### config.mk
export PLATFORM = sky130hd
export DESIGN_NAME = sorted_list_engine_top
export DESIGN_NICKNAME = d
export VERILOG_FILES = /design/src/rtl/core/sle_pkg.sv /design/src/rtl/core/sle_cell.sv /design/src/rtl/core/sorted_list_engine_top.sv
export SDC_FILE = /design/constraint.sdc
export NUM_CORES = 2
export LEC_CHECK = 0
export BUFFER_PORTS_ARGS = -buffer_cell sky130_fd_sc_hd__buf_2
export CAP_MARGIN = 20
export CORE_MARGIN = 2
export CORE_UTILIZATION = 65
export CTS_BUF_LIST = sky130_fd_sc_hd__clkbuf_8
export DETAILED_ROUTE_END_ITERATION = 12
export PLACE_DENSITY = 0.82
export REMOVE_ABC_BUFFERS = 1
export SYNTH_ARGS = -nofsm -noshare
export SYNTH_HDL_FRONTEND = slang
export SYNTH_SLANG_ARGS = --single-unit
export TNS_END_PERCENT = 50
### constraint.sdc
create_clock -name clk_i -period 5.32 [get_ports clk_i]
set_clock_uncertainty 0.2 [all_clocks]
set_input_delay 0.532 -clock clk_i [delete_from_list [all_inputs] [get_ports clk_i]]
set_output_delay 0.532 -clock clk_i [all_outputs]
set_load 0.05 [all_outputs]
### src/rtl/core/sle_pkg.sv
// shared types and constants for the sorted list engine
package sle_pkg;

  localparam int unsigned DataW       = 32;
  localparam int unsigned OpW         = 2;
  localparam int unsigned StatusW     = 2;
  localparam int unsigned CountW      = 5;
  localparam int unsigned CapacityDef = 16;

  localparam logic [OpW-1:0] OP_INSERT = 2'd0;
  localparam logic [OpW-1:0] OP_SEARCH = 2'd1;
  localparam logic [OpW-1:0] OP_DELETE = 2'd2;

  localparam logic [StatusW-1:0] ST_OK      = 2'd0;
  localparam logic [StatusW-1:0] ST_MISSING = 2'd1;
  localparam logic [StatusW-1:0] ST_FULL    = 2'd2;

  // per-cycle command broadcast to every cell
  typedef struct packed {
    logic cmp;  // register compare flags against the incoming key
    logic ins;  // insert: cells at or past the slot take key or left entry
    logic del;  // delete: cells at or past the match take right entry
  } cell_ctrl_t;

endpackage

### src/rtl/core/sle_cell.sv
// one slot of the sorted row: holds an entry and shifts left or right on command
module sle_cell #(
  parameter int unsigned Idx  = 0,
  parameter int unsigned CntW = 5
) (
  input  logic                            clk_i,
  input  logic                            rst_ni,
  input  sle_pkg::cell_ctrl_t             ctrl_i,
  input  logic signed [sle_pkg::DataW-1:0] cmp_key_i,
  input  logic signed [sle_pkg::DataW-1:0] wr_key_i,
  input  logic [CntW-1:0]                 count_i,
  input  logic                            left_lt_i,
  input  logic signed [sle_pkg::DataW-1:0] left_entry_i,
  input  logic signed [sle_pkg::DataW-1:0] right_entry_i,
  output logic                            lt_o,
  output logic                            eq_o,
  output logic signed [sle_pkg::DataW-1:0] entry_o
);

  logic                             occ;
  logic                             lt_q, lt_d;
  logic                             eq_q, eq_d;
  logic signed [sle_pkg::DataW-1:0] entry_q, entry_d;

  assign occ = CntW'(Idx) < count_i;

  always_comb begin
    lt_d = lt_q;
    eq_d = eq_q;
    if (ctrl_i.cmp) begin
      lt_d = occ && (entry_q < cmp_key_i);
      eq_d = occ && (entry_q == cmp_key_i);
    end
  end

  always_comb begin
    entry_d = entry_q;
    if (ctrl_i.ins && !lt_q) begin
      // first slot not below the key takes it, the rest move one right
      entry_d = left_lt_i ? wr_key_i : left_entry_i;
    end else if (ctrl_i.del && !lt_q) begin
      entry_d = right_entry_i;
    end
  end

  always_ff @(posedge clk_i or negedge rst_ni) begin
    if (!rst_ni) begin
      lt_q <= 1'b0;
      eq_q <= 1'b0;
    end else begin
      lt_q <= lt_d;
      eq_q <= eq_d;
    end
  end

  always_ff @(posedge clk_i) begin
    entry_q <= entry_d;
  end

  assign lt_o    = lt_q;
  assign eq_o    = eq_q;
  assign entry_o = entry_q;

endmodule

### src/rtl/core/sorted_list_engine_top.sv
// sorted list engine top: row of compare-and-shift cells with handshake control
//
//  channel | direction | handshake            | words
//  in      | input     | in_valid_i/in_ready_o | op_i, value_i
//  out     | output    | out_valid_o/out_ready_i | status_o, count_o
//
// an item goes in two steps: the accept edge registers compare flags in every
// cell, the apply edge shifts the row and loads the result register.
// the row update waits while the result register still holds an untaken word.
// reset clears the count and control state; entries above the count are never read.
// every operation touches all cells at once, so time per item does not depend
// on capacity.
module sorted_list_engine_top #(
  parameter int unsigned Capacity = sle_pkg::CapacityDef
) (
  input  logic                               clk_i,
  input  logic                               rst_ni,
  input  logic                               in_valid_i,
  output logic                               in_ready_o,
  input  logic [sle_pkg::OpW-1:0]            op_i,
  input  logic signed [sle_pkg::DataW-1:0]   value_i,
  output logic                               out_valid_o,
  input  logic                               out_ready_i,
  output logic [sle_pkg::StatusW-1:0]        status_o,
  output logic [sle_pkg::CountW-1:0]         count_o
);

  localparam int unsigned CntW = $clog2(Capacity + 1);

  localparam logic S_IDLE  = 1'b0;
  localparam logic S_APPLY = 1'b1;

  logic                             state_q, state_d;
  logic [sle_pkg::OpW-1:0]          op_q;
  logic signed [sle_pkg::DataW-1:0] key_q;
  logic [CntW-1:0]                  count_q, count_d;
  logic                             out_valid_q, out_valid_d;
  logic [sle_pkg::StatusW-1:0]      status_q, status_d;
  logic [sle_pkg::CountW-1:0]       out_count_q;
  logic [CntW+sle_pkg::CountW-1:0]  count_ext;

  logic                             in_fire;
  logic                             apply;
  logic                             full;
  logic                             hit;
  sle_pkg::cell_ctrl_t              ctrl;

  logic [Capacity-1:0]              lt_w;
  logic [Capacity-1:0]              eq_w;
  logic signed [sle_pkg::DataW-1:0] entry_w [Capacity];

  assign in_ready_o = (state_q == S_IDLE);
  assign in_fire    = in_valid_i && in_ready_o;
  assign apply      = (state_q == S_APPLY) && (!out_valid_q || out_ready_i);
  assign full       = (count_q == CntW'(Capacity));
  assign hit        = |eq_w;

  assign ctrl.cmp = in_fire;
  assign ctrl.ins = apply && (op_q == sle_pkg::OP_INSERT) && !full;
  assign ctrl.del = apply && (op_q == sle_pkg::OP_DELETE) && hit;

  for (genvar g = 0; g < Capacity; g++) begin : g_cell
    logic                             left_lt;
    logic signed [sle_pkg::DataW-1:0] left_entry;
    logic signed [sle_pkg::DataW-1:0] right_entry;

    if (g == 0) begin : g_first
      assign left_lt    = 1'b1;
      assign left_entry = key_q;
    end else begin : g_mid
      assign left_lt    = lt_w[g-1];
      assign left_entry = entry_w[g-1];
    end

    if (g == Capacity - 1) begin : g_last
      assign right_entry = entry_w[g];
    end else begin : g_inner
      assign right_entry = entry_w[g+1];
    end

    sle_cell #(
      .Idx  (g),
      .CntW (CntW)
    ) u_cell (
      .clk_i         (clk_i),
      .rst_ni        (rst_ni),
      .ctrl_i        (ctrl),
      .cmp_key_i     (value_i),
      .wr_key_i      (key_q),
      .count_i       (count_q),
      .left_lt_i     (left_lt),
      .left_entry_i  (left_entry),
      .right_entry_i (right_entry),
      .lt_o          (lt_w[g]),
      .eq_o          (eq_w[g]),
      .entry_o       (entry_w[g])
    );
  end

  always_comb begin
    count_d  = count_q;
    status_d = sle_pkg::ST_OK;
    case (op_q)
      sle_pkg::OP_INSERT: begin
        if (full) begin
          status_d = sle_pkg::ST_FULL;
        end else begin
          count_d = count_q + CntW'(1);
        end
      end
      sle_pkg::OP_SEARCH: begin
        if (!hit) status_d = sle_pkg::ST_MISSING;
      end
      sle_pkg::OP_DELETE: begin
        if (hit) begin
          count_d = count_q - CntW'(1);
        end else begin
          status_d = sle_pkg::ST_MISSING;
        end
      end
      default: begin
        status_d = sle_pkg::ST_OK;
      end
    endcase
  end

  assign count_ext = {{sle_pkg::CountW{1'b0}}, count_d};

  always_comb begin
    state_d = state_q;
    case (state_q)
      S_IDLE:  if (in_fire) state_d = S_APPLY;
      S_APPLY: if (apply) state_d = S_IDLE;
      default: state_d = S_IDLE;
    endcase
  end

  always_comb begin
    out_valid_d = out_valid_q;
    if (apply) begin
      out_valid_d = 1'b1;
    end else if (out_ready_i) begin
      out_valid_d = 1'b0;
    end
  end

  always_ff @(posedge clk_i or negedge rst_ni) begin
    if (!rst_ni) begin
      state_q     <= S_IDLE;
      count_q     <= '0;
      out_valid_q <= 1'b0;
    end else begin
      state_q     <= state_d;
      out_valid_q <= out_valid_d;
      if (apply) count_q <= count_d;
    end
  end

  always_ff @(posedge clk_i) begin
    if (in_fire) begin
      op_q  <= op_i;
      key_q <= value_i;
    end
    if (apply) begin
      status_q    <= status_d;
      out_count_q <= count_ext[sle_pkg::CountW-1:0];
    end
  end

  assign out_valid_o = out_valid_q;
  assign status_o    = status_q;
  assign count_o     = out_count_q;

  a_count_bound: assert property (@(posedge clk_i) disable iff (!rst_ni)
    count_q <= CntW'(Capacity))
    else $error("stored count above capacity");

  a_insert_grows: assert property (@(posedge clk_i) disable iff (!rst_ni)
    ctrl.ins |=> count_q == $past(count_q) + CntW'(1))
    else $error("insert did not grow the count");

  a_delete_shrinks: assert property (@(posedge clk_i) disable iff (!rst_ni)
    ctrl.del |=> count_q == $past(count_q) - CntW'(1))
    else $error("delete did not shrink the count");

  a_search_keeps: assert property (@(posedge clk_i) disable iff (!rst_ni)
    (apply && op_q == sle_pkg::OP_SEARCH) |=> $stable(count_q))
    else $error("search changed the count");

  a_apply_loads: assert property (@(posedge clk_i) disable iff (!rst_ni)
    apply |=> out_valid_q && state_q == S_IDLE)
    else $error("apply did not present a result");

endmodule

### Word-level counts from Yosys, hierarchy flattened

Cells that the tools add are included.

* add/subtract/negate cells: 2
* magnitude comparators: 32
* equal/unequal tests: 19
* multiplexer cells: 56
* bitwise gates (word level): 1
* reductions and logical operators: 107

Operator list (count)
* two-way mux 32 bit: 45
* == test 32 bit: 16
* < comparator 32 bit: 16
* logical AND 1 bit: 69
* < comparator 4 x 5 -> 1 bit (first input constant): 8
* nonzero test 2 bit: 16
* < comparator 3 x 5 -> 1 bit (first input constant): 4
* zero test 1 bit: 18
* OR reduction 16 bit: 1
* < comparator 1 x 5 -> 1 bit (first input constant): 2
* < comparator 2 x 5 -> 1 bit (first input constant): 2
* two-way mux 5 bit: 2
* case mux 5 bit (2 select lines): 1
* adder 5 x 1 -> 5 bit (second input constant): 1
* == test 5 bit (second input constant): 1
* two-way mux 1 bit: 5
* subtractor 5 x 1 -> 5 bit (second input constant): 1
* case mux 2 bit (2 select lines): 1
* == test 2 x 1 -> 1 bit (second input constant): 1
* == test 2 bit (second input constant): 1
* zero test 2 bit: 1
* two-way mux 2 bit: 1
* case mux 1 bit (2 select lines): 1
* OR reduction 2 bit: 1
* other kinds (2): 2

* register bits after elaboration: 592
* input port bits: 38
* output and inout bits: 9
* word-level logic and storage cells: 272

### Depth between registers and ports, before layout

* depth in word-level cells: 8
* depth in mapped cells: 12
* mapped depth without buffers: 8

### Hierarchy

From an unflattened synthesis, not the netlist that was laid out.

* cell total of the unflattened synthesis: 4416
* area total of the unflattened synthesis: 42554.6 µm²

By module, submodules not included
* sle_cell at g_cell[14].u_cell ...: instances 2, cells each 268, area an instance 2531.2 µm², seq. area each 1011.0 µm²
* sle_cell at g_cell[12].u_cell ...: instances 2, cells each 267, area an instance 2527.4 µm², seq. area each 1011.0 µm²
* sle_cell at g_cell[0].u_cell ...: instances 2, cells each 267, area an instance 2524.9 µm², seq. area each 1011.0 µm²
* sle_cell at g_cell[11].u_cell: instances 1, cells each 266, area an instance 2578.7 µm², seq. area each 1011.0 µm²
* sle_cell at g_cell[2].u_cell: instances 1, cells each 268, area an instance 2561.2 µm², seq. area each 1011.0 µm²
* sle_cell at g_cell[10].u_cell: instances 1, cells each 268, area an instance 2541.2 µm², seq. area each 1011.0 µm²
* sle_cell at g_cell[8].u_cell: instances 1, cells each 267, area an instance 2538.7 µm², seq. area each 1011.0 µm²
* sle_cell at g_cell[15].u_cell: instances 1, cells each 271, area an instance 2537.4 µm², seq. area each 1011.0 µm²
* sle_cell at g_cell[5].u_cell: instances 1, cells each 268, area an instance 2529.9 µm², seq. area each 1011.0 µm²
* sle_cell at g_cell[13].u_cell: instances 1, cells each 268, area an instance 2528.7 µm², seq. area each 1011.0 µm²
* sle_cell at g_cell[4].u_cell: instances 1, cells each 268, area an instance 2526.2 µm², seq. area each 1011.0 µm²
* sle_cell at g_cell[7].u_cell: instances 1, cells each 267, area an instance 2523.7 µm², seq. area each 1011.0 µm²
* sle_cell at g_cell[3].u_cell: instances 1, cells each 262, area an instance 2507.4 µm², seq. area each 1011.0 µm²
* sorted_list_engine_top: instances 1, cells each 139, area an instance 2014.4 µm², seq. area each 1406.3 µm²

### Worst setup path before layout

OpenSTA, ideal clock, no wires.

* path type: register -> register
* start point: register count_q[1]
* end point: register g_cell[0].u_cell.entry_q (netlist bit g_cell[0].u_cell.entry_o[0]), enable pin
* library setup time: 0.421 ns
* arrival time: 3.069 ns
* required time: 4.699 ns
* setup slack: 1.629 ns
* cell stages (with the launch flop): 11
* buffers on the path: 2
* clock period less this slack: 3.691 ns
* path through: dfrtp_1 -> clkbuf_1 -> inv_1 -> ha_1 -> nor3b_2 -> nand2_1 -> nand2_1 -> nand2_1 -> nand2_1 -> clkbuf_1 -> nor2_1

* word-level cells in the longest chain between the ends: 5

RTL lines
* start, declared: line sorted_list_engine_top.sv:36 `logic [CntW-1:0] count_q, count_d;`
* start signal, assigned: line sorted_list_engine_top.sv:155 `if (apply) count_q <= count_d;`
* == test 5 bit: line sorted_list_engine_top.sv:55 `assign full = (count_q == CntW'(Capacity));`
* zero test 1 bit: line sorted_list_engine_top.sv:59 `assign ctrl.ins = apply && (op_q == sle_pkg::OP_INSERT) && !full;`
* logical AND 1 bit: line sorted_list_engine_top.sv:59
* logical AND 1 bit: line sle_cell.sv:38 `if (ctrl_i.ins && !lt_q) begin`
* nonzero test 2 bit (no source line)
* end signal, assigned: line sle_cell.sv:57 `entry_q <= entry_d;`
* end, declared: line sle_cell.sv:23 `logic signed [sle_pkg::DataW-1:0] entry_q, entry_d;`

Every way passes these cells.
A chain may end at the register's enable or synchronous reset.

### Worst setup path after layout

* start point: register count_q[1]
* end point: register g_cell[0].u_cell.entry_q (netlist bit g_cell[0].u_cell.entry_o[26]) (data pin)

* word-level cells in the longest chain between the ends: 5

RTL lines (line)
* == test 5 bit: sorted_list_engine_top.sv:55
* zero test 1 bit: sorted_list_engine_top.sv:59
* logical AND 1 bit: sorted_list_engine_top.sv:59
* logical AND 1 bit: sle_cell.sv:38
* two-way mux 32 bit: sle_cell.sv:38
* net g_cell[0].u_cell.entry_d (one bit): sle_cell.sv:23

The timed path passes the listed nets, and every way through them passes these cells.

==> results.txt <==
The flow ran to the end, and the final reports show no timing, DRC or antenna violations. The tools report the clock root buffer as clkbuf_8. The net count of the finished layout is 4336.

The half-perimeter wire length after placement was 76800 um; the maximum number of buffers from clock root to sink was 3. Net switching is 32.9% of the power. The tools report the fmax as 259 MHz. The maximum number of pins on one net before global-route repair was 65.

The run gives 3 as the number of H-tree levels. Measured along the y axis, the die boundary spans 251 um. Placement-stage worst setup slack: 1.47 ns.

The register share of total power is 48.9%, and the count of input and output buffers is 46. The cell area that synthesis handed to floorplanning was 0.0397 mm^2. For this configuration, the core starts out at a cell density of 65.8%. The worst setup path is launched from a flop.

In this run the static leakage power is 17.1 nW. Global routing used 32.2% of the available tracks. The floorplan step defined a die boundary enclosing 0.0631 mm^2.

The clock-pin slew on the worst setup and hold paths came out at 0.05 ns. Post-synthesis cell type with the largest combined area: edfxtp_1. TritonCTS built the clock tree. Summing over every cut layer, the via total after detailed routing is 30400. Setup repair after global routing left no endpoint under its margin. The commonest cells after synthesis are nand2_1, edfxtp_1, ha_1. Routability-driven placement finished with a final weighted congestion of 0.934.

The power per cell area works out to 307 mW/mm^2. Overflow left after global routing: 0. The critical-path maximum fanout was 33. The worst path buffer plus inverter count was 1; the number of filler instances in the final layout was 4366.

Compared with the post-synthesis result, the final layout area differs by 7.50%. The startpoint identified for the worst register-to-register timing path is count_q[1]. The worst pin sits at a relative slew slack of 25.6%. After layout, the worst path uses 72.5% of the clock period.

Vias per cell: 6.55. After synthesis the netlist holds a flip-flop and latch count of 592. For this run, the register share of the synthesized area comes to 44.3%.

The standard cell with the maximum stage delay on the critical path was nor2_4. Initial antenna violation count: 2. The tools report the via count of the first global-routing pass as 29300. The analysis attributes to net switching a power of 4.31 mW. In the post-route analysis, the smallest setup slack over all paths is 1.46 ns. For the hold violation count in the final report, the log shows 0.

The clock group share of total power was 29.8%. The most used flip-flop cell after synthesis is edfxtp_1. For the multi-input logic area, the log shows 0.0211 mm^2. For the internal power summed over all cells, the log shows 8.81 mW. The count of maximum capacitance violations is 0. The number of setup buffers added after CTS came out at 0. The floorplan has 90 rows. The worst hold path begins at value_i[0]. The count of pins over their slew limit was 0; the final critical delay including setup and external delays was 3.86 ns.

The number of buffers created by CTS is 103. Of the cells placed in the final design, the portion with a size suffix greater than 1 is 8.26%. For the worst vdd rail ir drop, the log shows 0.191 mV. The largest single stage delay on the critical path is 1.00 ns. The critical path starts at count_q[1]. Data on the critical path is required at its endpoint by 5.57 ns. The count of nets left with antenna violations once routing finished came out at 0. The tools report the summed negative setup slack over all endpoints as 0 ns. The signal on the critical path passes through inv_1, ha_1, nor3b_2, a21oi_1, nand2_1, nor2_4, mux2_2. Path type of the worst min-delay path: input port to flop. In the post-synthesis netlist, the biggest area contributors are edfxtp_1, ha_1, mux2i_1. The post-synthesis async set-or-reset flop share was 6.59%; the data arrival at the endpoint of the critical path was 4.11 ns. The post-synthesis average cell area was 10.5 um^2. The later pin in the worst-skew pair is clocked with a latency of 0.72 ns.

The run gives 21.3% as the power share of the combinational group. The worst setup path is captured at a flop. During synthesis, Yosys emitted a total of 0 warnings. The clock drives 592 sinks.

The detailed router finished its first iteration with 2828 violations. For the first-pass GRT wire length, the log shows 160000 um. The area of all sequential standard cells was 0.0176 mm^2; the chip width was 251 um. The top cell type by area accounts for 41.8% of the synthesized area. Synthesis produced 3774 cells. The run gives 0 as the number of remaining DRC errors. The most frequent cell after synthesis is nand2_1. The routed length per placed instance is 22.1 um. For this block, the routed nets add up to 103000 um of wire. Broken down by cell family, the worst path's largest delay share belongs to simple AND/OR/NAND/NOR gates.

At the pin with the least slew margin, the transition time is 1.12 ns. The logs give 0.0604 mm^2 for the core area and 0 for the total of endpoints with negative setup slack in the final report. Yosys mapped a number of flops with a built-in enable equal to 553. Number of different library cells in the post-synthesis netlist: 58. The detailed-routing iteration count for the pre-antenna-repair pass was 8; the top-level port count was 47. Kind of critical path: flop to flop.
flip-flops by register name, indices dropped and copies added (netlist names), 2 cells and up:
name                   count
g_cell.left_entry         32
status_o                   2
count_q                    5
count_o                    5
g_cell.u_cell.entry_o    512
op_q                       2
g_cell.u_cell.lt_o        16
g_cell.u_cell.eq_o        16
kinds of logic after synthesis:
kind of cell    share of synthesized area (%)
buf+inv                                  2.77
compound gates                           12.7
flops                                    44.3
simple gates                             10.7
mux                                      13.2
fa+ha+maj                                16.3
xor+xnor                               0.0221
power groups by stage:
stage / logic, mW / registers [mW] / clock network, mW
floorplan: 2.04 / 6.28 / 0
detailed placement: 2.71 / 6.48 / 0
CTS: 2.75 / 6.39 / 3.93
finish: 2.79 / 6.42 / 3.91
global placement: 2.59 / 6.46 / 0
global route: 3.08 / 6.47 / 4.13
layout make-up:
type | count | area share, %
antenna | 2 | 0.0117
clock buffer | 111 | 3.58
clock inverter | 77 | 0.815
inverter | 79 | 0.695
multi-input combinational | 2896 | 49.5
sequential | 592 | 41.2
tap | 782 | 2.29
timing repair buffer | 108 | 1.91
metal layers:
metal	track usage [%]	vias up	part of all wire (%)
li1	-	14300	-
met4	14.4	0	4.3
met3	4.51	256	7.2
met2	50.8	1313	45
met5	0	-	0
met1	44.5	14600	43
worst paths after layout:
check | slack (ns) | to | cells after the start
hold reg to reg | 0.29 | g_cell[7].u_cell.eq_o | 2
min in group asynchronous | 0.24 | out_valid_o | 3
max in group asynchronous | 4.16 | g_cell[2].u_cell.lt_o | 3
setup / recovery | 1.46 | g_cell[0].u_cell.entry_o[26] | 7
hold / removal | 0.14 | g_cell[0].left_entry[0] | 1
setup reg to reg | 1.46 | g_cell[0].u_cell.entry_o[26] | 7
cells in the final DEF (no fill, tap or decap), types with 28 or more instances in the layout:
cell type and count:
nor2_1 53, buf_2 46, ha_1 518, clkbuf_8 111
inv_1 119, a21oi_1 228, dlygate4sd3_1 35, nand4_1 95
mux2_2 65, edfxtp_1 553, nand3_1 64, mux2i_1 449
nor4_1 28, a21o_1 42, nand2_1 612, o21ai_0 505
timing repair:
item / 4_1_cts / 5_1_grt
hold buffers: 35 / 0
endpoints found under the hold margin: 74 / 0
setup endpoints to repair: 0 / 0
resized for setup: 0 / 0
per-stage QoR:
| stage | hold WS [ns] | util, % | area, um^2 | instances | total power, mW |
|---|---|---|---|---|---|
| 2_1_floorplan | 0.0364 | - | 38900 | 3567 | 8.32 |
| 3_3_place_gp | 0.261 | 66.9 | 40400 | 4420 | 9.05 |
| 3_5_place_dp | 0.273 | 66.9 | 40400 | 4420 | 9.19 |
| 4_1_cts | 0.0754 | 70.6 | 42600 | 4643 | 13.1 |
| 5_1_grt | 0.112 | 70.7 | 42700 | 4647 | 13.7 |
| 6_report | 0.139 | 70.7 | 42700 | 4647 | 13.1 |
worst reg2reg max path, delay by kind of cell (launching register included):
kind / cells / cell delay (ns)
compound gates: 1 / 0.22
fa+ha+maj: 1 / 0.26
buf+inv: 1 / 0.20
flops: 1 / 0.59
mux: 1 / 0.44
simple gates: 3 / 1.69
Note: power is estimated with default switching activity, not from simulation.
